File: src/rfp_pkg.sv
`timescale 1ns / 1ps
`default_nettype none

package rfp_pkg;

    localparam int ID_BITS       = 22;
    localparam int INTEREST_BITS = 320;
    localparam int WORD_BITS     = 32;
    localparam int PAGE_SIZE     = 32;
    localparam int WORD_IDX_BITS = $clog2(WORD_BITS);
    localparam int CNT_BITS      = 6;
    localparam int IDX_BITS      = 9;
    localparam int REG_IDX_BITS  = 3;
    localparam int ADDR_BITS     = REG_IDX_BITS + 2;
    localparam int APB_BITS      = 32;

    localparam logic [1:0] SEX_ANY = 2'd2;
    localparam logic [1:0] ORI_ANY = 2'd0;

    typedef enum logic [REG_IDX_BITS-1:0] {
        REG_AGE_LOW         = 3'd0,
        REG_AGE_HIGH        = 3'd1,
        REG_LOCATION_FILTER = 3'd2,
        REG_CATEGORY_MATCH  = 3'd3,
        REG_INTEREST_INDEX  = 3'd4,
        REG_SKIP_COUNT      = 3'd5,
        REG_PAGE_LIMIT      = 3'd6
    } t_reg_idx;

    typedef struct packed {
        logic                 first_record;
        logic [ID_BITS-1:0]   user_id;
        logic [15:0]          user_location;
        logic [7:0]           user_age;
        logic                 user_sex;
        logic [1:0]           user_active;
        logic [1:0]           user_pic;
        logic                 user_single;
        logic [1:0]           user_orientation;
        logic [WORD_BITS-1:0] interest_word;
    } t_rec;

    typedef struct packed {
        logic                matched;
        logic                emit;
        logic [ID_BITS-1:0]  result_id;
        logic [ID_BITS-1:0]  total_matched;
        logic [CNT_BITS-1:0] returned_count;
    } t_res;

    typedef struct packed {
        logic [7:0]          age_low;
        logic [7:0]          age_high;
        logic [15:0]         location_filter;
        logic [8:0]          category_match;
        logic [IDX_BITS-1:0] interest_index;
        logic [ID_BITS-1:0]  skip_count;
        logic [CNT_BITS-1:0] page_limit;
    } t_cfg;

    // classified record handed from front to back
    typedef struct packed {
        logic               first_record;
        logic [ID_BITS-1:0] user_id;
        logic               matched;
    } t_cls;

endpackage

`default_nettype wire

File: src/rfp_in_if.sv
`timescale 1ns / 1ps
`default_nettype none

interface rfp_in_if import rfp_pkg::*; ();
    logic valid;
    logic ready;
    t_rec data;

    modport source (output valid, output data, input ready);
    modport sink (input valid, input data, output ready);
endinterface

`default_nettype wire

File: src/rfp_out_if.sv
`timescale 1ns / 1ps
`default_nettype none

interface rfp_out_if import rfp_pkg::*; ();
    logic valid;
    logic ready;
    t_res data;

    modport source (output valid, output data, input ready);
    modport sink (input valid, input data, output ready);
endinterface

`default_nettype wire

File: src/rfp_cfg.sv
`timescale 1ns / 1ps
`default_nettype none

module rfp_cfg import rfp_pkg::*; (
    input  wire logic                 i_clk,
    input  wire logic                 i_rst_n,
    input  wire logic                 psel,
    input  wire logic                 penable,
    input  wire logic                 pwrite,
    input  wire logic [ADDR_BITS-1:0] paddr,
    input  wire logic [APB_BITS-1:0]  pwdata,
    output logic      [APB_BITS-1:0]  prdata,
    output logic                      pready,
    output t_cfg                      o_cfg
);

    t_cfg     r_cfg;
    t_cfg     n_cfg;
    t_reg_idx w_idx;
    logic     w_wr;

    assign pready = 1'b1;
    assign w_idx  = t_reg_idx'(paddr[ADDR_BITS-1:2]);
    assign w_wr   = psel && penable && pwrite && pready;
    assign o_cfg  = r_cfg;

    always_comb begin
        n_cfg = r_cfg;
        if (w_wr) begin
            unique case (w_idx)
                REG_AGE_LOW:         n_cfg.age_low         = pwdata[7:0];
                REG_AGE_HIGH:        n_cfg.age_high        = pwdata[7:0];
                REG_LOCATION_FILTER: n_cfg.location_filter = pwdata[15:0];
                REG_CATEGORY_MATCH:  n_cfg.category_match  = pwdata[8:0];
                REG_INTEREST_INDEX:  n_cfg.interest_index  = pwdata[IDX_BITS-1:0];
                REG_SKIP_COUNT:      n_cfg.skip_count      = pwdata[ID_BITS-1:0];
                REG_PAGE_LIMIT:      n_cfg.page_limit      = pwdata[CNT_BITS-1:0];
                default:             n_cfg = r_cfg;
            endcase
        end
    end

    always_comb begin
        unique case (w_idx)
            REG_AGE_LOW:         prdata = APB_BITS'(r_cfg.age_low);
            REG_AGE_HIGH:        prdata = APB_BITS'(r_cfg.age_high);
            REG_LOCATION_FILTER: prdata = APB_BITS'(r_cfg.location_filter);
            REG_CATEGORY_MATCH:  prdata = APB_BITS'(r_cfg.category_match);
            REG_INTEREST_INDEX:  prdata = APB_BITS'(r_cfg.interest_index);
            REG_SKIP_COUNT:      prdata = APB_BITS'(r_cfg.skip_count);
            REG_PAGE_LIMIT:      prdata = APB_BITS'(r_cfg.page_limit);
            default:             prdata = '0;
        endcase
    end

    always_ff @(posedge i_clk) begin
        if (!i_rst_n) begin
            r_cfg.age_low         <= 8'd0;
            r_cfg.age_high        <= 8'd255;
            r_cfg.location_filter <= 16'd0;
            r_cfg.category_match  <= 9'd2;
            r_cfg.interest_index  <= '0;
            r_cfg.skip_count      <= '0;
            r_cfg.page_limit      <= CNT_BITS'(25);
        end else begin
            r_cfg <= n_cfg;
        end
    end

endmodule

`default_nettype wire

File: src/rfp_front.sv
`timescale 1ns / 1ps
`default_nettype none

module rfp_front import rfp_pkg::*; (
    rfp_in_if.sink     i_rec,
    input  wire t_cfg  i_cfg,
    input  wire logic  i_q_ready,
    output logic       o_push,
    output t_cls       o_cls
);

    logic [1:0] w_want_sex;
    logic [1:0] w_want_ori;
    logic       w_age_ok;
    logic       w_loc_ok;
    logic       w_sex_ok;
    logic       w_lvl_ok;
    logic       w_ori_ok;
    logic       w_int_ok;

    assign w_want_sex = i_cfg.category_match[1:0];
    assign w_want_ori = i_cfg.category_match[3:2];

    assign w_age_ok = (i_rec.data.user_age >= i_cfg.age_low) &&
                      (i_rec.data.user_age <= i_cfg.age_high);
    assign w_loc_ok = (i_cfg.location_filter == '0) ||
                      (i_rec.data.user_location == i_cfg.location_filter);
    // selector 3 never equals a one-bit sex, so it rejects everything
    assign w_sex_ok = (w_want_sex == SEX_ANY) ||
                      ({1'b0, i_rec.data.user_sex} == w_want_sex);
    assign w_lvl_ok = (i_rec.data.user_active >= i_cfg.category_match[5:4]) &&
                      (i_rec.data.user_pic    >= i_cfg.category_match[7:6]) &&
                      (i_rec.data.user_single >= i_cfg.category_match[8]);
    assign w_ori_ok = (w_want_ori == ORI_ANY) ||
                      (i_rec.data.user_orientation == w_want_ori);
    assign w_int_ok = (i_cfg.interest_index == '0) ||
                      ((i_cfg.interest_index < IDX_BITS'(INTEREST_BITS)) &&
                       i_rec.data.interest_word[
                           i_cfg.interest_index[WORD_IDX_BITS-1:0]]);

    assign i_rec.ready        = i_q_ready;
    assign o_push             = i_rec.valid && i_q_ready;
    assign o_cls.first_record = i_rec.data.first_record;
    assign o_cls.user_id      = i_rec.data.user_id;
    assign o_cls.matched      = w_age_ok && w_loc_ok && w_sex_ok &&
                                w_lvl_ok && w_ori_ok && w_int_ok;

endmodule

`default_nettype wire

File: src/rfp_queue.sv
`timescale 1ns / 1ps
`default_nettype none

module rfp_queue import rfp_pkg::*; #(
    parameter int DEPTH = 4
) (
    input  wire logic i_clk,
    input  wire logic i_rst_n,
    input  wire logic i_push,
    input  wire t_cls i_data,
    output logic      o_ready,
    input  wire logic i_pop,
    output logic      o_valid,
    output t_cls      o_data
);

    localparam int PTR_W = $clog2(DEPTH);
    localparam int CNT_W = $clog2(DEPTH + 1);

    t_cls             r_mem [DEPTH];
    logic [PTR_W-1:0] r_wr;
    logic [PTR_W-1:0] r_rd;
    logic [CNT_W-1:0] r_cnt;
    logic [PTR_W-1:0] n_wr;
    logic [PTR_W-1:0] n_rd;
    logic [CNT_W-1:0] n_cnt;

    assign o_ready = (r_cnt != CNT_W'(DEPTH));
    assign o_valid = (r_cnt != '0);
    assign o_data  = r_mem[r_rd];

    always_comb begin
        n_wr  = r_wr;
        n_rd  = r_rd;
        n_cnt = r_cnt;
        if (i_push) begin
            n_wr = (r_wr == PTR_W'(DEPTH - 1)) ? '0 : r_wr + 1'b1;
        end
        if (i_pop) begin
            n_rd = (r_rd == PTR_W'(DEPTH - 1)) ? '0 : r_rd + 1'b1;
        end
        if (i_push && !i_pop) begin
            n_cnt = r_cnt + 1'b1;
        end else if (i_pop && !i_push) begin
            n_cnt = r_cnt - 1'b1;
        end
    end

    always_ff @(posedge i_clk) begin
        if (i_push) begin
            r_mem[r_wr] <= i_data;
        end
    end

    always_ff @(posedge i_clk) begin
        if (!i_rst_n) begin
            r_wr  <= '0;
            r_rd  <= '0;
            r_cnt <= '0;
        end else begin
            r_wr  <= n_wr;
            r_rd  <= n_rd;
            r_cnt <= n_cnt;
        end
    end

    a_cnt_bound: assert property (@(posedge i_clk) disable iff (!i_rst_n)
        r_cnt <= CNT_W'(DEPTH))
        else $error("queue count above depth");

    a_no_overflow: assert property (@(posedge i_clk) disable iff (!i_rst_n)
        (r_cnt == CNT_W'(DEPTH)) |-> !i_push)
        else $error("push into full queue");

    a_no_underflow: assert property (@(posedge i_clk) disable iff (!i_rst_n)
        (r_cnt == '0) |-> !i_pop)
        else $error("pop from empty queue");

endmodule

`default_nettype wire

File: src/rfp_back.sv
`timescale 1ns / 1ps
`default_nettype none

module rfp_back import rfp_pkg::*; (
    input  wire logic  i_clk,
    input  wire logic  i_rst_n,
    input  wire t_cfg  i_cfg,
    input  wire logic  i_q_valid,
    input  wire t_cls  i_cls,
    output logic       o_pop,
    rfp_out_if.source  o_res
);

    localparam logic [ID_BITS-1:0] MATCH_MAX = '1;

    logic [ID_BITS-1:0]  r_match;
    logic [CNT_BITS-1:0] r_emitted;
    logic                r_valid;
    t_res                r_res;

    logic [ID_BITS-1:0]  w_base_m;
    logic [CNT_BITS-1:0] w_base_e;
    logic [CNT_BITS-1:0] w_limit;
    logic [ID_BITS-1:0]  n_match;
    logic [CNT_BITS-1:0] n_emitted;
    logic                w_emit;

    assign o_pop       = i_q_valid && (!r_valid || o_res.ready);
    assign o_res.valid = r_valid;
    assign o_res.data  = r_res;

    always_comb begin
        w_base_m = i_cls.first_record ? '0 : r_match;
        w_base_e = i_cls.first_record ? '0 : r_emitted;
        w_limit  = (i_cfg.page_limit > CNT_BITS'(PAGE_SIZE)) ?
                   CNT_BITS'(PAGE_SIZE) : i_cfg.page_limit;
        n_match  = w_base_m;
        if (i_cls.matched && (w_base_m != MATCH_MAX)) begin
            n_match = w_base_m + 1'b1;
        end
        w_emit    = i_cls.matched && (n_match >= i_cfg.skip_count) &&
                    (w_base_e < w_limit);
        n_emitted = w_emit ? w_base_e + 1'b1 : w_base_e;
    end

    always_ff @(posedge i_clk) begin
        if (!i_rst_n) begin
            r_match   <= '0;
            r_emitted <= '0;
            r_valid   <= 1'b0;
        end else begin
            if (o_pop) begin
                r_match   <= n_match;
                r_emitted <= n_emitted;
                r_valid   <= 1'b1;
            end else if (o_res.ready) begin
                r_valid <= 1'b0;
            end
        end
    end

    always_ff @(posedge i_clk) begin
        if (o_pop) begin
            r_res.matched        <= i_cls.matched;
            r_res.emit           <= w_emit;
            r_res.result_id      <= w_emit ? i_cls.user_id : '0;
            r_res.total_matched  <= n_match;
            r_res.returned_count <= n_emitted;
        end
    end

    a_emit_needs_match: assert property (@(posedge i_clk) disable iff (!i_rst_n)
        r_valid |-> (!r_res.emit || r_res.matched))
        else $error("word emitted without a match");

    a_page_bound: assert property (@(posedge i_clk) disable iff (!i_rst_n)
        r_emitted <= CNT_BITS'(PAGE_SIZE))
        else $error("emitted count beyond page size");

    a_count_tracks: assert property (@(posedge i_clk) disable iff (!i_rst_n)
        r_valid |-> (r_res.total_matched == r_match &&
                     r_res.returned_count == r_emitted))
        else $error("result word out of step with counters");

endmodule

`default_nettype wire

File: src/record_filter_pager_unit.sv
`timescale 1ns / 1ps
`default_nettype none
// Path: an accepted record is written into the classify queue, then popped into the output
//   register, from which its result word is offered.
// Throughput: one record per cycle while the receiver holds ready, set by the counter update in the back end.
// Reset (synchronous, active low): config to defaults, counters zero, queue and output empty.

module record_filter_pager_unit import rfp_pkg::*; #(
    parameter int QUEUE_DEPTH = 4
) (
    input  wire logic                 i_clk,
    input  wire logic                 i_rst_n,
    rfp_in_if.sink                    i_rec,
    rfp_out_if.source                 o_res,
    input  wire logic                 psel,
    input  wire logic                 penable,
    input  wire logic                 pwrite,
    input  wire logic [ADDR_BITS-1:0] paddr,
    input  wire logic [APB_BITS-1:0]  pwdata,
    output logic      [APB_BITS-1:0]  prdata,
    output logic                      pready
);

    t_cfg w_cfg;
    t_cls w_push_cls;
    t_cls w_pop_cls;
    logic w_push;
    logic w_q_ready;
    logic w_q_valid;
    logic w_pop;

    rfp_cfg u_cfg (
        .i_clk   (i_clk),
        .i_rst_n (i_rst_n),
        .psel    (psel),
        .penable (penable),
        .pwrite  (pwrite),
        .paddr   (paddr),
        .pwdata  (pwdata),
        .prdata  (prdata),
        .pready  (pready),
        .o_cfg   (w_cfg)
    );

    rfp_front u_front (
        .i_rec     (i_rec),
        .i_cfg     (w_cfg),
        .i_q_ready (w_q_ready),
        .o_push    (w_push),
        .o_cls     (w_push_cls)
    );

    rfp_queue #(
        .DEPTH (QUEUE_DEPTH)
    ) u_queue (
        .i_clk   (i_clk),
        .i_rst_n (i_rst_n),
        .i_push  (w_push),
        .i_data  (w_push_cls),
        .o_ready (w_q_ready),
        .i_pop   (w_pop),
        .o_valid (w_q_valid),
        .o_data  (w_pop_cls)
    );

    rfp_back u_back (
        .i_clk     (i_clk),
        .i_rst_n   (i_rst_n),
        .i_cfg     (w_cfg),
        .i_q_valid (w_q_valid),
        .i_cls     (w_pop_cls),
        .o_pop     (w_pop),
        .o_res     (o_res)
    );

endmodule

`default_nettype wire

File: src/flat_wrapper.sv
// flat-port wrapper written by rule: the top's interface ports become plain ports
module record_filter_pager_unit_flat import rfp_pkg::*;
#(
    parameter int QUEUE_DEPTH = 4
)
  (i_clk, i_rst_n, psel, penable, pwrite, paddr, pwdata, prdata, pready, i_rec_valid, i_rec_data, i_rec_ready, o_res_valid, o_res_data, o_res_ready);
  rfp_in_if i_rec_i ();
  rfp_out_if o_res_i ();
  input  wire logic i_clk;
  input  wire logic i_rst_n;
  input  wire logic psel;
  input  wire logic penable;
  input  wire logic pwrite;
  input  wire logic [ADDR_BITS-1:0] paddr;
  input  wire logic [APB_BITS-1:0] pwdata;
  output logic      [APB_BITS-1:0] prdata;
  output logic pready;
  input wire logic [$bits(i_rec_i.valid)-1:0] i_rec_valid;
  input wire logic [$bits(i_rec_i.data)-1:0] i_rec_data;
  output wire logic [$bits(i_rec_i.ready)-1:0] i_rec_ready;
  output wire logic [$bits(o_res_i.valid)-1:0] o_res_valid;
  output wire logic [$bits(o_res_i.data)-1:0] o_res_data;
  input wire logic [$bits(o_res_i.ready)-1:0] o_res_ready;
  assign i_rec_i.valid = i_rec_valid;
  assign i_rec_i.data = i_rec_data;
  assign i_rec_ready = i_rec_i.ready;
  assign o_res_valid = o_res_i.valid;
  assign o_res_data = o_res_i.data;
  assign o_res_i.ready = o_res_ready;
  record_filter_pager_unit #(.QUEUE_DEPTH(QUEUE_DEPTH)) u_core (.i_clk(i_clk), .i_rst_n(i_rst_n), .i_rec(i_rec_i), .o_res(o_res_i), .psel(psel), .penable(penable), .pwrite(pwrite), .paddr(paddr), .pwdata(pwdata), .prdata(prdata), .pready(pready));
endmodule
File: config.mk
export PLATFORM = sky130hd
export DESIGN_NAME = record_filter_pager_unit_flat
export DESIGN_NICKNAME = d
export VERILOG_FILES = /design/src/rfp_pkg.sv /design/src/rfp_in_if.sv /design/src/rfp_out_if.sv /design/src/rfp_cfg.sv /design/src/rfp_front.sv /design/src/rfp_queue.sv /design/src/rfp_back.sv /design/src/record_filter_pager_unit.sv /design/src/flat_wrapper.sv
export SDC_FILE = /design/constraint.sdc
export NUM_CORES = 1
export LEC_CHECK = 0
export CORE_UTILIZATION = 58
export DETAILED_ROUTE_END_ITERATION = 8
export DONT_BUFFER_PORTS = 1
export GPL_TIMING_DRIVEN = 0
export PLACE_DENSITY_LB_ADDON = 0.15
export SYNTH_ARGS = -nofsm -noshare
export SYNTH_HDL_FRONTEND = slang
export SYNTH_SLANG_ARGS = --single-unit
File: constraint.sdc
create_clock -name i_clk -period 4.7 [get_ports i_clk]
set_input_delay 0.94 -clock i_clk [delete_from_list [all_inputs] [get_ports i_clk]]
set_output_delay 0.94 -clock i_clk [all_outputs]
set_load 0.01 [all_outputs]
==> Word-level counts from Yosys, hierarchy flattened <==
Memory sizes are Yosys's and may differ from the RTL's. A register that Yosys moved wholly into a read port is not among the register bits.
Index checks and enable logic that the tools add are counted.
{ "word_totals": {"wordCells": 107, "register_bits": 166, "latch_bits": 0, "mem_bits_rw": 96, "rom_bits": 0, "out_inout_bits": 87, "memories": 1, "inputBits": 131} }
{ "memory_table": {"columns": ["memory", "depth", "width", "read_ports", "rd_ports_with_merged_regs", "wr", "line_no", "rtl"], "rows": [
  ["u_core.u_queue.r_mem", 4, 24, 1, 1, 1, "rfp_queue.sv:20", "t_cls r_mem [DEPTH];"]
]} }
{ "op_classes": {"bitwise_logic": 0, "magnitude_cmp": 10, "mul": 0, "mux": 18, "div": 0, "n_eq_ne": 14, "n_reduce_logical": 40, "addsub": 6, "shift": 0} }
{ "ops": {"columns": ["op", "n"], "rows": [
  ["$pmux 22 s7", 1],
  ["$mux 22", 2],
  ["$add 22x1->22 const B", 1],
  ["$ge 22x22->1", 1],
  ["$ne 22x22->1 const B", 1],
  ["$logic_and 1x1->1", 18],
  ["$mux 6", 3],
  ["$eq 16x16->1", 1],
  ["$logic_not 16->1", 1],
  ["$reduce_and 2->1", 7],
  ["$eq 3x3->1 const B", 3],
  ["$logic_not 9->1", 1],
  ["$lt 9x9->1 const B", 1],
  ["$ge 8x8->1", 1],
  ["$le 8x8->1", 1],
  ["$mux 2", 4],
  ["$add 6x1->6 const B", 1],
  ["$eq 2x2->1 const B", 3],
  ["$eq 3x2->1 const B", 2],
  ["$gt 6x6->1 const B", 1],
  ["$lt 5x6->1 const B", 1],
  ["$lt 6x6->1", 1],
  ["$mux 3", 2],
  ["$bmux 1 s5", 1],
  ["other kinds (16)", 29]
]} }

==> Logic depth before layout (Yosys ltp) <==
Gate-level depths: netlist of run 1.
{ "logic_depth": {"depth_word": 8, "depth_mapped": 23, "ltp_nobuf": 21} }

==> Cells and area by module <==
A second synthesis of run 1 with hierarchy kept.
{ "unflattened": {"hier_cells": 1167, "area_unflattened_um2": 13437.9} }
{ "by_module_without_submodules": {"columns": ["module", "n_inst", "cells_each", "seq_area_each_um2", "area_per_inst_um2"], "rows": [
  ["rfp_back", 1, 454, 2142.1, 4516.8],
  ["rfp_queue", 1, 171, 3062.9, 3962.6],
  ["rfp_cfg", 1, 387, 1561.5, 3678.5],
  ["rfp_front", 1, 155, 0.0, 1280.0]
]} }

==> Least setup slack after synthesis of run 1 <==
OpenSTA, ideal clock, no wires.
{ "synth_path": {"kind": "register -> register", "start": "reg (tool-made name)", "end": "reg u_core.u_back.r_res (netlist bit u_core.u_back.o_res.data[3]) (data pin)", "setup_time_ns": 0.254, "arrival_time_ns": 4.679, "slack_ns": -0.233, "period_less_slack_ns": 4.933, "required_time_ns": 4.446, "path_stages_with_launch": 23, "cell_sequence": "dfxtp_1 > buf_2 > mux2_2 > o21ai_1 > nand2_1 > inv_1 > ha_1 > inv_1 > or4_1 > nor4_4 > nor3b_2 > nand3_1 > xor2_1 > nor2_1 > ha_1 > a21oi_1 > o21ai_0 > a211oi_1 > a21oi_1 > o21bai_1 > clkbuf_1 > nor3_1 > o21a_1"} }
{ "synth_lines": {"columns": ["element", "line_no", "rtl"], "rows": [
  ["end, declared", "rfp_back.sv:19", "t_res r_res;"]
]} }

==> results of run 1 <==
power groups by stage:
| stage | registers [mW] | clock network [mW] | logic, mW |
|---|---|---|---|
| final | 3.20 | 2.15 | 1.56 |
| after global routing | 3.24 | 2.26 | 1.68 |
| after CTS | 3.20 | 2.17 | 1.51 |
| after detailed placement | 3.24 | 0 | 1.37 |
| after global placement | 3.25 | 0 | 1.34 |
| after floorplan | 3.17 | 0 | 1.01 |
worst max-delay path by stage:
stage / to / slack, ns / start
final: u_core.u_back.o_res.data[3]$_DFFE_PP_ / 0.12 / u_core.u_queue.r_mem[2][23]$_DFFE_PP_
after detailed placement: u_core.u_back.o_res.data[1]$_DFFE_PP_ / -1.09 / register
after global placement: u_core.u_back.o_res.data[1]$_DFFE_PP_ / -1.10 / register
after global routing: u_core.u_back.r_emitted[4]$_SDFFE_PN0P_ / -0.1 / u_core.u_queue.r_mem[3][23]$_DFFE_PP_
after CTS: u_core.u_back.r_emitted[3]$_SDFFE_PN0P_ / 0.004 / register
after floorplan: u_core.u_back.o_res.data[3]$_DFFE_PP_ / 0.02 / register
worst max-delay path, cell delays in order, from the launching register on:
cell and delay (ns):
edfxtp_1 0.40, mux4_2 0.51, buf_6 0.14, nor2b_4 0.13
ha_4 0.14, inv_2 0.03, or4_4 0.54, nor4_4 0.13
buf_4 0.19, nor3b_4 0.08, nand3_2 0.12, xor2_2 0.17
nor2_2 0.08, ha_1 0.36, a21oi_2 0.17, o21ai_2 0.09
o211ai_1 0.29, a21oi_4 0.10, o21bai_4 0.25, buf_8 0.15
nor3_2 0.04, o21a_1 0.21
cells in the mapped netlist (6+ instances only):
master	number	area, um2
mux4_2	32	720.7
mux2_2	8	90.09
a22oi_1	10	75.07
or3_1	17	106.4
nor2b_1	37	231.5
buf_1	6	22.52
nand2_1	165	619.3
nor4_1	8	50.05
edfxtp_1	148	4444
mux2i_1	41	410.4
inv_1	63	236.5
and3_1	8	50.05
ha_1	55	688.2
nor3_1	16	80.08
a211oi_1	6	45.04
nor2_1	72	270.3
xor2_1	33	289.0
xnor2_1	9	78.83
nand3_1	24	120.1
a21oi_1	93	465.5
o211ai_1	10	75.07
buf_4	11	82.58
clkbuf_1	46	172.7
o21ai_0	58	290.3
nand2b_1	13	81.33
a31oi_1	11	68.82
dfxtp_1	116	2322
nand4_1	15	93.84
routing by layer:
metal / GRT usage [%] / wire length [um] / vias up
met3: 7.485 / 3330 / 61
met5: 0 / 0 / -
li1: - / - / 4373
met4: 9.040 / 850 / 0
met1: 38.42 / 13480 / 4467
met2: 46.87 / 15380 / 444
layout make-up:
class	instances	area [um2]	share of cell area, %
Timing Repair Buffer	19	146.4	1.014
Inverter	64	240.2	1.664
Tap cell	275	344.1	2.383
Buffer	67	336.6	2.331
Clock inverter	15	145.1	1.005
Multi-Input combinational cell	804	5709	39.55
Clock buffer	35	747.0	5.174
Sequential cell	264	6768	46.88
cell families (layout without fill, tap and decap cells):
family	count (synthesis)	in the layout	share of synthesized area, %
flip-flops	264	264	52.94
XOR/XNOR	42	42	2.878
buffers and inverters	132	200	4.298
multiplexers	81	81	9.555
adder cells (fa/ha/maj)	56	56	5.541
other	2	11	0.05876
AO/OA/AOI/OAI	220	221	10.04
AND/OR/NAND/NOR	392	393	14.68
flip-flops by register name, indices dropped and copies added (netlist names), named ones only:
register                   flops
u_core.u_queue.r_mem          96
u_core.u_cfg.o_cfg            78
u_core.u_back.o_res.data      52
u_core.u_back.r_match         22
u_core.u_back.r_emitted        6
u_core.u_queue.r_cnt           3
u_core.u_queue.r_rd            2
u_core.u_queue.r_wr            2
u_core.u_back.o_res.valid      1
metrics by stage:
| step | instance area (um2) | setup WS, ns |
|---|---|---|
| global route | 14440 | -0.09700 |
| floorplan | 12820 | 0.01749 |
| global placement | 13170 | -1.100 |
| finish | 14440 | 0.1184 |
| detailed placement | 13170 | -1.095 |
| CTS | 14300 | 0.004081 |
cells in the final DEF (no fill, tap or decap), types with 8 or more instances in the layout:
cell       instances
inv_1             61
clkbuf_1          47
buf_4             30
a31oi_1           11
nand4_1           15
nor2_1            70
dfxtp_1          115
o211ai_1          10
mux4_2            32
nand2_1          161
nor4_1             8
a22oi_1           10
xnor2_1            9
ha_1              54
and3_1             8
nand2b_1          13
clkbuf_16         28
o21ai_0           54
or3_1             17
xor2_1            27
edfxtp_1         148
nor3_1            14
nand3_1           22
nor2b_1           35
a21oi_1           91
conb_1            11
mux2i_1           41
timing repair:
action                                  in CTS  in global routing
gates resized for setup                     28                 30
setup buffers                               15                  4
gates cloned                                 1                  1
endpoints found under the setup margin      35                 35
pin swaps                                   14                 23
==> impl_metrics.csv, run 1 <==
group,metric,value,unit
critical_path,r2r_slack,0.12,ns
power,ir_worst_vdd,409.2,uV
logic_synthesis,ys_ff_latch,264,
timing,max_freq,218.3,MHz
critical_path,cp-start-kind,"register",
critical_path,r2r.worst_path.cells,21,
hold_path,whs_path_depth,2,
detailed_routing,wl_per_cell,21.41,um
global_routing,overflow,0,
cells_and_area,fin_cells,1543,
clocking,insertion_delay,0.56,ns
power,p_sw_share,31.05,%
timing,fin_crit_sh,97.48,%
clocking,clkSlewWorstSetupHoldPaths,0.06,ns
global_routing,grt_max_degree,62,
critical_path,reg2reg_to,"u_core.u_back.o_res.data[3]$_DFFE_PP_",
critical_path,reg2reg_from,"u_core.u_queue.r_mem[2][23]$_DFFE_PP_",
cells_and_area,fin_util,67.82,%
cells_and_area,diodes,0,
power,seq_power_share,46.4,%
floorplanning,dieArea,0.02263,mm2
hold_path,min_from,"u_core.u_cfg.o_cfg[27]$_SDFFE_PN0P_",
timing,final.min_clock_period,4.582,ns
critical_path,cp_max_fo,9,
timing,tns,0,ns
timing,slew_violations,0,
placed_design,dp_hpwl,22730,um
cells_and_area,nets,1434,
run,drv_cap,0,
clocking,hold_buffers,0,
clocking,cts_tree,"yes",
detailed_routing,drt_iter0_drc,957,
timing,whs,0.4545,ns
detailed_routing,detail-route-antenna-nets,0,
power,pwr-share-comb,22.6,%
floorplanning,start_util,60.04,%
placed_design,dp_cells,1473,
power,p_leak,5.118,nW
logic_synthesis,syn_area_per_cell,10.75,um2
hold_path,min_to,"u_core.u_cfg.o_cfg[27]$_SDFFE_PN0P_",
cells_and_area,fillers,1598,
clocking,cts_inserted_buffers,27,
critical_path,worst_setup_path_end_kind,"register",
detailed_routing,viasPerCell,6.056,
placed_design,io_buffers,0,
clocking,cts.sinks,264,
placed_design,routabilityCongestion,0.9615,
global_routing,grt_antenna_before_repair,0,
power,p_clk_share,31.1,%
detailed_routing,drt-total-wl,33040,um
floorplanning,core-area,0.02129,mm2
clocking,clockBufferDepth,3,
timing,report.final.setup_viol,0,
floorplanning,num_io_pins,218,
clocking,htreeDepth,1,
global_routing,grt_pass1_wl,49630,um
critical_path,cp.required,5.00,ns
logic_synthesis,synth_edf_count,148,
logic_synthesis,yosys_warnings,0,
critical_path,worst-setup-path-type,"register to register",
timing,fin_skew,0.01151,ns
status,status,"complete, no violations",
timing,rsz0062_at_grt,"yes",
power,power.density,478.4,mW/mm2
power,total_power,6.906,mW
detailed_routing,routed-via-count,9345,
floorplanning,fp.dieH,150.4,um
logic_synthesis,synth-main-ff-cell,"edfxtp_1",
critical_path,arrival,4.88,ns
logic_synthesis,synth.distinct_cells,59,
cells_and_area,layout-drive-gt1-share,12.62,%
floorplanning,rows,53,
power,p_switching,2.144,mW
global_routing,track_usage,29.07,%
logic_synthesis,yosysSeqAreaShare,52.94,%
logic_synthesis,synth_cells,1189,
floorplanning,fp.dieW,150.4,um
logic_synthesis,synthArstFlopShare,0,%
timing,hold_viol_final,0,
timing,max_slew.worst_pin.slew,1.367,ns
detailed_routing,first_pass_iters,9,
timing,slew_headroom,8.849,%
clocking,cts_root_buffer,"clkbuf_16",
cells_and_area,synthToLayoutAreaGrowth,12.95,%
power,intPower,4.761,mW
detailed_routing,route.detailed.drc,0,
logic_synthesis,syn_area,0.01278,mm2
hold_path,hp-class,"register to register",
global_routing,grt_pass1_vias,9033,
Power figures use the tool's default switching activity.
==> inputs of run 2 (changes only) <==
--- a/config.mk
+++ b/config.mk
@@ -9,7 +9,9 @@
 export DETAILED_ROUTE_END_ITERATION = 8
 export DONT_BUFFER_PORTS = 1
+export GPL_ROUTABILITY_DRIVEN = 1
 export GPL_TIMING_DRIVEN = 0
 export PLACE_DENSITY_LB_ADDON = 0.15
 export SYNTH_ARGS = -nofsm -noshare
 export SYNTH_HDL_FRONTEND = slang
+export SYNTH_HIERARCHICAL = 1
 export SYNTH_SLANG_ARGS = --single-unit
==> constraint.sdc (replaced) <==
create_clock -name i_clk -period 4.7 [get_ports i_clk]
set_input_delay 0.235 -clock i_clk [delete_from_list [all_inputs] [get_ports i_clk]]
set_output_delay 0.235 -clock i_clk [all_outputs]
set_load 0.01 [all_outputs]
==> run 2 against run 1 <==
Compared with the run above:
- the run now ends with setup timing left
- combinational power up 13%
- setup slack worse by 0.31 ns
- critical path type unchanged
- critical endpoint is now u_core/u_back/r_emitted[1]$_SDFFE_PN0P_
- worst hold slack worse by 0.42 ns
- largest power group unchanged
==> impl_metrics.csv, run 2 <==
group,metric,value,unit
status,status,"finished with violations",
status,violations,"setup timing",
timing,tns,-3.508,ns
logic_synthesis,yosysSeqAreaShare,50.35,%
logic_synthesis,synth_edf_count,148,
placed_design,dp_hpwl,22250,um
placed_design,io_buffers,0,
critical_path,slowest_delay,0.63,ns
logic_synthesis,syn_area,0.01344,mm2
cells_and_area,synthToLayoutAreaGrowth,18.27,%
clocking,cts.sinks,264,
clocking,cts_tree,"yes",
floorplanning,fp.dieH,154.2,um
timing,rsz0062_at_grt,"yes",
cells_and_area,max_flop_register,"u_core/u_queue/r_mem",
hold_path,hp-class,"input pin to register",
timing,fin_crit_sh,104.0,%
logic_synthesis,synth-main-ff-cell,"edfxtp_1",
global_routing,grt_max_degree,65,
cells_and_area,final_cell_mix,"148 x edfxtp_1, 128 x nand2_1, 115 x dfxtp_1",
critical_path,cp_max_fo,7,
power,intPower,4.912,mW
power,p_sw_share,30.64,%
run,drv_cap,0,
floorplanning,num_io_pins,218,
critical_path,crit_path_top_delay_cell,"mux4_2",
detailed_routing,drt_iter0_drc,664,
power,p_clk_share,30.0,%
logic_synthesis,yosysTopAreaCell,"edfxtp_1",
detailed_routing,route.detailed.drc,0,
timing,hold_viol_final,0,
logic_synthesis,synth.distinct_cells,81,
timing,fin_skew,0.01131,ns
global_routing,grt_pass1_wl,50290,um
cells_and_area,nets,1477,
detailed_routing,first_pass_iters,7,
timing,max_slew.worst_pin.slew,1.319,ns
power,p_leak,6.003,nW
power,ir_worst_vdd,355.1,uV
critical_path,path_common_cell,"buf_4",
global_routing,grt_antenna_before_repair,1,
cells_and_area,fin_area,0.01589,mm2
cells_and_area,fillers,1638,
cells_and_area,layout-drive-gt1-share,19.45,%
global_routing,overflow,0,
global_routing,grt_pass1_vias,9277,
power,power.density,445.6,mW/mm2
detailed_routing,wl_per_cell,20.62,um
timing,max_freq,204.5,MHz
timing,worst_slack,-0.1900,ns
placed_design,routabilityCongestion,0.9449,
critical_path,worst_setup_path_end_kind,"register",
logic_synthesis,yosys_warnings,6,
timing,report.final.setup_viol,33,
critical_path,cp-start-kind,"register",
power,p_switching,2.170,mW
clocking,cts_root_buffer,"clkbuf_16",
logic_synthesis,synth_cells,1167,
floorplanning,rows,55,
critical_path,arrival,5.33,ns
detailed_routing,detail-route-antenna-nets,0,
clocking,cts_inserted_buffers,27,
logic_synthesis,synth_top_area_share,33.07,%
clocking,clkSlewWorstSetupHoldPaths,0.07,ns
critical_path,worst-setup-path-type,"register to register",
detailed_routing,drt-total-wl,32930,um
detailed_routing,routed-via-count,9465,
critical_path,cp.required,5.14,ns
clocking,clockBufferDepth,3,
placed_design,postPlaceCellArea,0.01383,mm2
power,seq_power_share,45.1,%
power,total_power,7.082,mW
timing,slew_violations,0,
power,pwr-share-comb,24.9,%
global_routing,track_usage,27.46,%
critical_path,cp_cell_sequence,"mux4_2, and4b_2, nand3_4, or3_4, or3_4, xnor2_4, ha_4, nand4_1, buf_4, nor4_4, buf_4, o311ai_4, a2111oi_4, buf_4, mux2_2, o21ba_2",
critical_path,r2r_slack,-0.19,ns
logic_synthesis,ys_ff_latch,264,
clocking,htreeDepth,1,
logic_synthesis,syn_area_per_cell,11.51,um2
cells_and_area,largest_register_ffs,96,
logic_synthesis,ys_top_cells_by_area,"edfxtp_1 33%, dfxtp_1 17%, mux2i_1 6.0%",
timing,final.min_clock_period,4.890,ns
logic_synthesis,netlist_top_cells_count,"148 x edfxtp_1, 130 x nand2_1, 116 x dfxtp_1, 81 x mux2i_1, 66 x inv_1",
timing,slew_headroom,12.10,%
floorplanning,fp.dieW,154.2,um
logic_synthesis,synth_most_common_cell,"edfxtp_1",
detailed_routing,viasPerCell,5.927,
cells_and_area,final_common_cell,"edfxtp_1",
floorplanning,start_util,59.17,%
logic_synthesis,synthArstFlopShare,0,%
floorplanning,dieArea,0.02378,mm2
clocking,insertion_delay,0.54,ns
floorplanning,core-area,0.02271,mm2
run 2: changes by cell type in the layout (fill, tap and decap cells not counted), moves of 27 or more:
cell,change
a21oi_1,-62
buf_4,+46
dlygate4sd3_1,+49
mux2i_1,+40
nand2_1,-33
nor2_1,-40
o21ai_0,-27
run 2: what timing repair did:
action | 4_1_cts | 5_1_grt
gates resized for setup | 43 | 42
hold buffers | 49 | 0
endpoints found under the setup margin | 35 | 35
cloned | 0 | 0
hold endpoints to repair | 138 | 0
buffers inserted | 22 | 19
pin swaps | 15 | 25
run 2: logic make-up after synthesis:
logic type | Yosys count | share of synthesized area, %
AOI/OAI and AO/OA | 157 | 8.333
xor gates and xnor gates | 42 | 2.793
adders and majority gates | 56 | 5.270
buffers and inverters | 157 | 6.145
DFF | 264 | 50.35
muxes | 126 | 12.74
other | 2 | 0.05589
and+or+nand+nor | 363 | 14.31
run 2: power by group through the flow:
| stage | Sequential, mW | Clock (mW) | Combinational [mW] |
|---|---|---|---|
| floorplan | 3.18 | 0 | 1.10 |
| global placement | 3.24 | 0 | 1.47 |
| detailed placement | 3.23 | 0 | 1.48 |
| CTS | 3.19 | 2.15 | 1.64 |
| global route | 3.23 | 2.25 | 1.90 |
| finish | 3.19 | 2.13 | 1.76 |
run 2: layer usage:
layer	global-route usage, %	wire length (um)
met5	0	0
met4	9.238	1133
met3	6.024	2534
met2	45.61	15540
met1	35.74	13730
run 2: area by class of cell:
| type | count | area (um2) | area share [%] |
|---|---|---|---|
| sequential | 264 | 6768 | 42.58 |
| multi-input combinational | 755 | 6200 | 39.01 |
| timing repair buffer | 89 | 818.3 | 5.149 |
| clock buffer | 31 | 710.7 | 4.472 |
| buffer | 86 | 608.1 | 3.826 |
| tap | 285 | 356.6 | 2.244 |
| inverter | 67 | 251.5 | 1.582 |
| clock inverter | 19 | 177.7 | 1.118 |
| antenna | 1 | 2.502 | 0.01575 |
run 2: worst paths after layout:
path                                    startpoint                                       to  depth (start not counted)
min reg2reg     u_core/u_cfg/o_cfg[9]$_SDFFE_PN0P_       u_core/u_cfg/o_cfg[9]$_SDFFE_PN0P_                          2
max reg2reg  u_core/u_queue/r_mem[3][23]$_DFFE_PP_  u_core/u_back/r_emitted[1]$_SDFFE_PN0P_                         16
max          u_core/u_queue/r_mem[3][23]$_DFFE_PP_  u_core/u_back/r_emitted[1]$_SDFFE_PN0P_                         16
min                                       paddr[2]      u_core/u_cfg/o_cfg[69]$_SDFFE_PN1P_                          3
run 2: metrics by stage:
stage / setup slack [ns] / utilization [%] / hold slack, ns / instances
after floorplan: 0.03707 / - / 0.3567 / 1176
after global placement: -1.109 / 60.88 / 0.3592 / 1461
after detailed placement: -1.096 / 60.89 / 0.3653 / 1461
after CTS: -0.04946 / 68.53 / 0.002615 / 1578
after global routing: -0.3234 / 69.98 / 0.03390 / 1597
final: -0.1900 / 69.98 / 0.03642 / 1597
run 2: worst max-delay path, delay by kind of cell, from the launching register on:
kind	cells	cell delay, ns
and+or+nand+nor	6	1.75
muxes	2	0.98
AOI/OAI and AO/OA	3	0.66
buffers and inverters	3	0.55
DFF	1	0.36
adders and majority gates	1	0.29
xor gates and xnor gates	1	0.18
==> inputs of run 3 (changes only) <==
Settings changed: CORE_UTILIZATION 58 to 55, CTS_CLUSTER_SIZE from default to 28, SYNTH_HIERARCHICAL 1 to default.
==> run 3 against run 2 <==
Compared with the run above:
- the run now ends clean
- design area shrank 5.8%
- clock skew grew 0.0030 ns
- sequential share of layout area grew 2.6 points
- critical endpoint is now u_core.u_back.r_emitted[4]$_SDFFE_PN0P_
- largest cell class unchanged
- highest routed layer unchanged
==> impl_metrics.csv, run 3 (synthesized netlist as in run 1, its figures left out) <==
group,metric,value,unit
hold_path,min_from,"paddr[2]",
clocking,clkSlewWorstSetupHoldPaths,0.06,ns
clocking,insertion_delay,0.55,ns
detailed_routing,routed-via-count,9429,
timing,slew_violations,0,
timing,final.min_clock_period,4.689,ns
timing,rsz0062_at_grt,"yes",
timing,worst_slack,0.01094,ns
clocking,clockBufferDepth,3,
timing,fin_skew,0.01434,ns
timing,report.final.setup_viol,0,
cells_and_area,largest_register_ffs,96,
cells_and_area,final_common_cell,"nand2_1",
floorplanning,dieArea,0.02385,mm2
critical_path,cp-start-kind,"register",
hold_path,whs_path_depth,4,
cells_and_area,diodes,0,
detailed_routing,detail-route-antenna-nets,0,
power,p_leak,5.293,nW
critical_path,reg2reg_to,"u_core.u_back.r_emitted[4]$_SDFFE_PN0P_",
status,status,"complete, no violations",
critical_path,arrival,5.15,ns
detailed_routing,wl_per_cell,19.92,um
floorplanning,fp.dieW,154.4,um
placed_design,postPlaceCellArea,0.01318,mm2
timing,slew_headroom,12.55,%
timing,whs,0.1508,ns
clocking,cts.sinks,264,
critical_path,worst-setup-path-type,"register to register",
floorplanning,num_io_pins,218,
hold_path,hp-class,"input pin to register",
floorplanning,fp.dieH,154.4,um
timing,max_slew.worst_pin.slew,1.312,ns
timing,tns,0,ns
placed_design,io_buffers,0,
detailed_routing,drt_iter0_drc,720,
power,power.density,465.3,mW/mm2
placed_design,routabilityCongestion,0.9296,
global_routing,grt_antenna_before_repair,0,
critical_path,reg2reg_from,"u_core.u_queue.r_mem[3][23]$_DFFE_PP_",
cells_and_area,fillers,1761,
detailed_routing,drt-total-wl,31850,um
power,ir_worst_vdd,396.5,uV
critical_path,cp_max_fo,5,
timing,hold_viol_final,0,
detailed_routing,first_pass_iters,5,
cells_and_area,fin_area,0.01497,mm2
global_routing,grt_pass1_wl,48780,um
floorplanning,core-area,0.02271,mm2
cells_and_area,layout-drive-gt1-share,12.94,%
hold_path,min_to,"u_core.u_cfg.o_cfg[65]$_SDFFE_PN1P_",
floorplanning,start_util,56.28,%
floorplanning,rows,55,
cells_and_area,final_cell_mix,"159 x nand2_1, 148 x edfxtp_1, 115 x dfxtp_1",
detailed_routing,viasPerCell,5.897,
critical_path,r2r_slack,0.01,ns
cells_and_area,multi_input_area,0.005725,mm2
power,total_power,6.965,mW
clocking,cts_tree,"yes",
detailed_routing,route.detailed.drc,0,
placed_design,place_ws,-1.058,ns
cells_and_area,max_flop_register,"u_core.u_queue.r_mem",
clocking,htreeDepth,1,
clocking,cts_inserted_buffers,27,
clocking,cts_root_buffer,"clkbuf_16",
critical_path,r2r.worst_path.cells,21,
global_routing,grt_max_degree,62,
critical_path,worst_setup_path_end_kind,"register",
cells_and_area,synthToLayoutAreaGrowth,17.11,%
critical_path,cp.required,5.16,ns
timing,max_freq,213.3,MHz
global_routing,overflow,0,
run,drv_cap,0,
placed_design,dp_hpwl,21890,um
global_routing,track_usage,26.49,%
timing,fin_crit_sh,99.77,%
cells_and_area,nets,1480,
global_routing,grt_pass1_vias,9020,
cells_and_area,ff_latch_area,0.006768,mm2
[run 3: changes by cell type in the layout (fill, tap and decap cells not counted), sizes merged, moves of 7 or more]
cell	before	now
and2	38	2
nand3	31	24
xnor2	32	9
xor2	10	33
a21oi	31	93
o21ai	28	59
clkbuf	58	74
nor2	36	72
a32oi	10	2
nand2	130	166
buf	99	43
mux2i	81	41
[run 3: layout make-up]
class                      instances  area share, %
sequential                       264          45.21
buffer                            67          2.282
multi-input combinational        803          38.25
clock inverter                    19          1.396
timing repair buffer              66          4.255
inverter                          64          1.605
tap                              285          2.382
clock buffer                      31          4.614
[run 3: repair_timing]
action | in CTS | in global routing
pin swaps | 20 | 27
gates resized for setup | 39 | 27
setup endpoints to repair | 35 | 34
hold buffers | 47 | 0
buffers inserted | 14 | 6
hold endpoints to repair | 172 | 0
gates cloned | 0 | 1
[run 3: layer usage]
layer / track usage [%] / routed length (um) / up-vias
met4: 8.157 / 829 / 0
li1: - / - / 4464
met3: 5.996 / 2699 / 62
met2: 42.34 / 14570 / 364
met1: 36.07 / 13750 / 4539
met5: 0 / 0 / -
[run 3: power by group]
| group | leakage (nW) | switching (mW) | internal [mW] | total (mW) |
|---|---|---|---|---|
| Sequential | 2.34 | 0.286 | 2.91 | 3.20 |
| Clock | 0.417 | 0.921 | 1.24 | 2.16 |
| Combinational | 2.53 | 0.962 | 0.649 | 1.61 |
[run 3: how the worst max path moves through the flow]
| stage | start | end | slack [ns] |
|---|---|---|---|
| 2_1_floorplan | register | u_core.u_back.o_res.data[3]$_DFFE_PP_ | 0.02 |
| 3_3_place_gp | register | u_core.u_back.o_res.data[1]$_DFFE_PP_ | -1.06 |
| 3_5_place_dp | register | u_core.u_back.o_res.data[1]$_DFFE_PP_ | -1.06 |
| 4_1_cts | register | u_core.u_back.o_res.data[4]$_DFFE_PP_ | 0.0003 |
| 5_1_grt | u_core.u_queue.r_mem[0][23]$_DFFE_PP_ | u_core.u_back.r_emitted[4]$_SDFFE_PN0P_ | -0.17 |
| 6_report | u_core.u_queue.r_mem[3][23]$_DFFE_PP_ | u_core.u_back.r_emitted[4]$_SDFFE_PN0P_ | 0.01 |
[run 3: per-stage QoR]
| stage | instances | utilization, % |
|---|---|---|
| final | 1599 | 65.91 |
| after detailed placement | 1483 | 58.06 |
| after floorplan | 1198 | - |
| after global routing | 1599 | 65.91 |
| after CTS | 1594 | 65.30 |
| after global placement | 1483 | 58.04 |
[run 3: worst max-delay path: stages (launching register included)]
cell and delay (ns):
edfxtp_1 0.37, mux4_2 0.53, buf_6 0.15, nor2b_4 0.14
ha_4 0.15, inv_2 0.03, or4_4 0.53, nor4_4 0.14
buf_4 0.17, buf_6 0.11, nor4b_4 0.07, nand2_2 0.12
xor2_2 0.09, ha_1 0.31, nand4_1 0.12, nor3_2 0.28
o211ai_1 0.17, a21oi_2 0.22, o21bai_4 0.13, buf_6 0.14
or4_1 0.47, a31oi_1 0.18
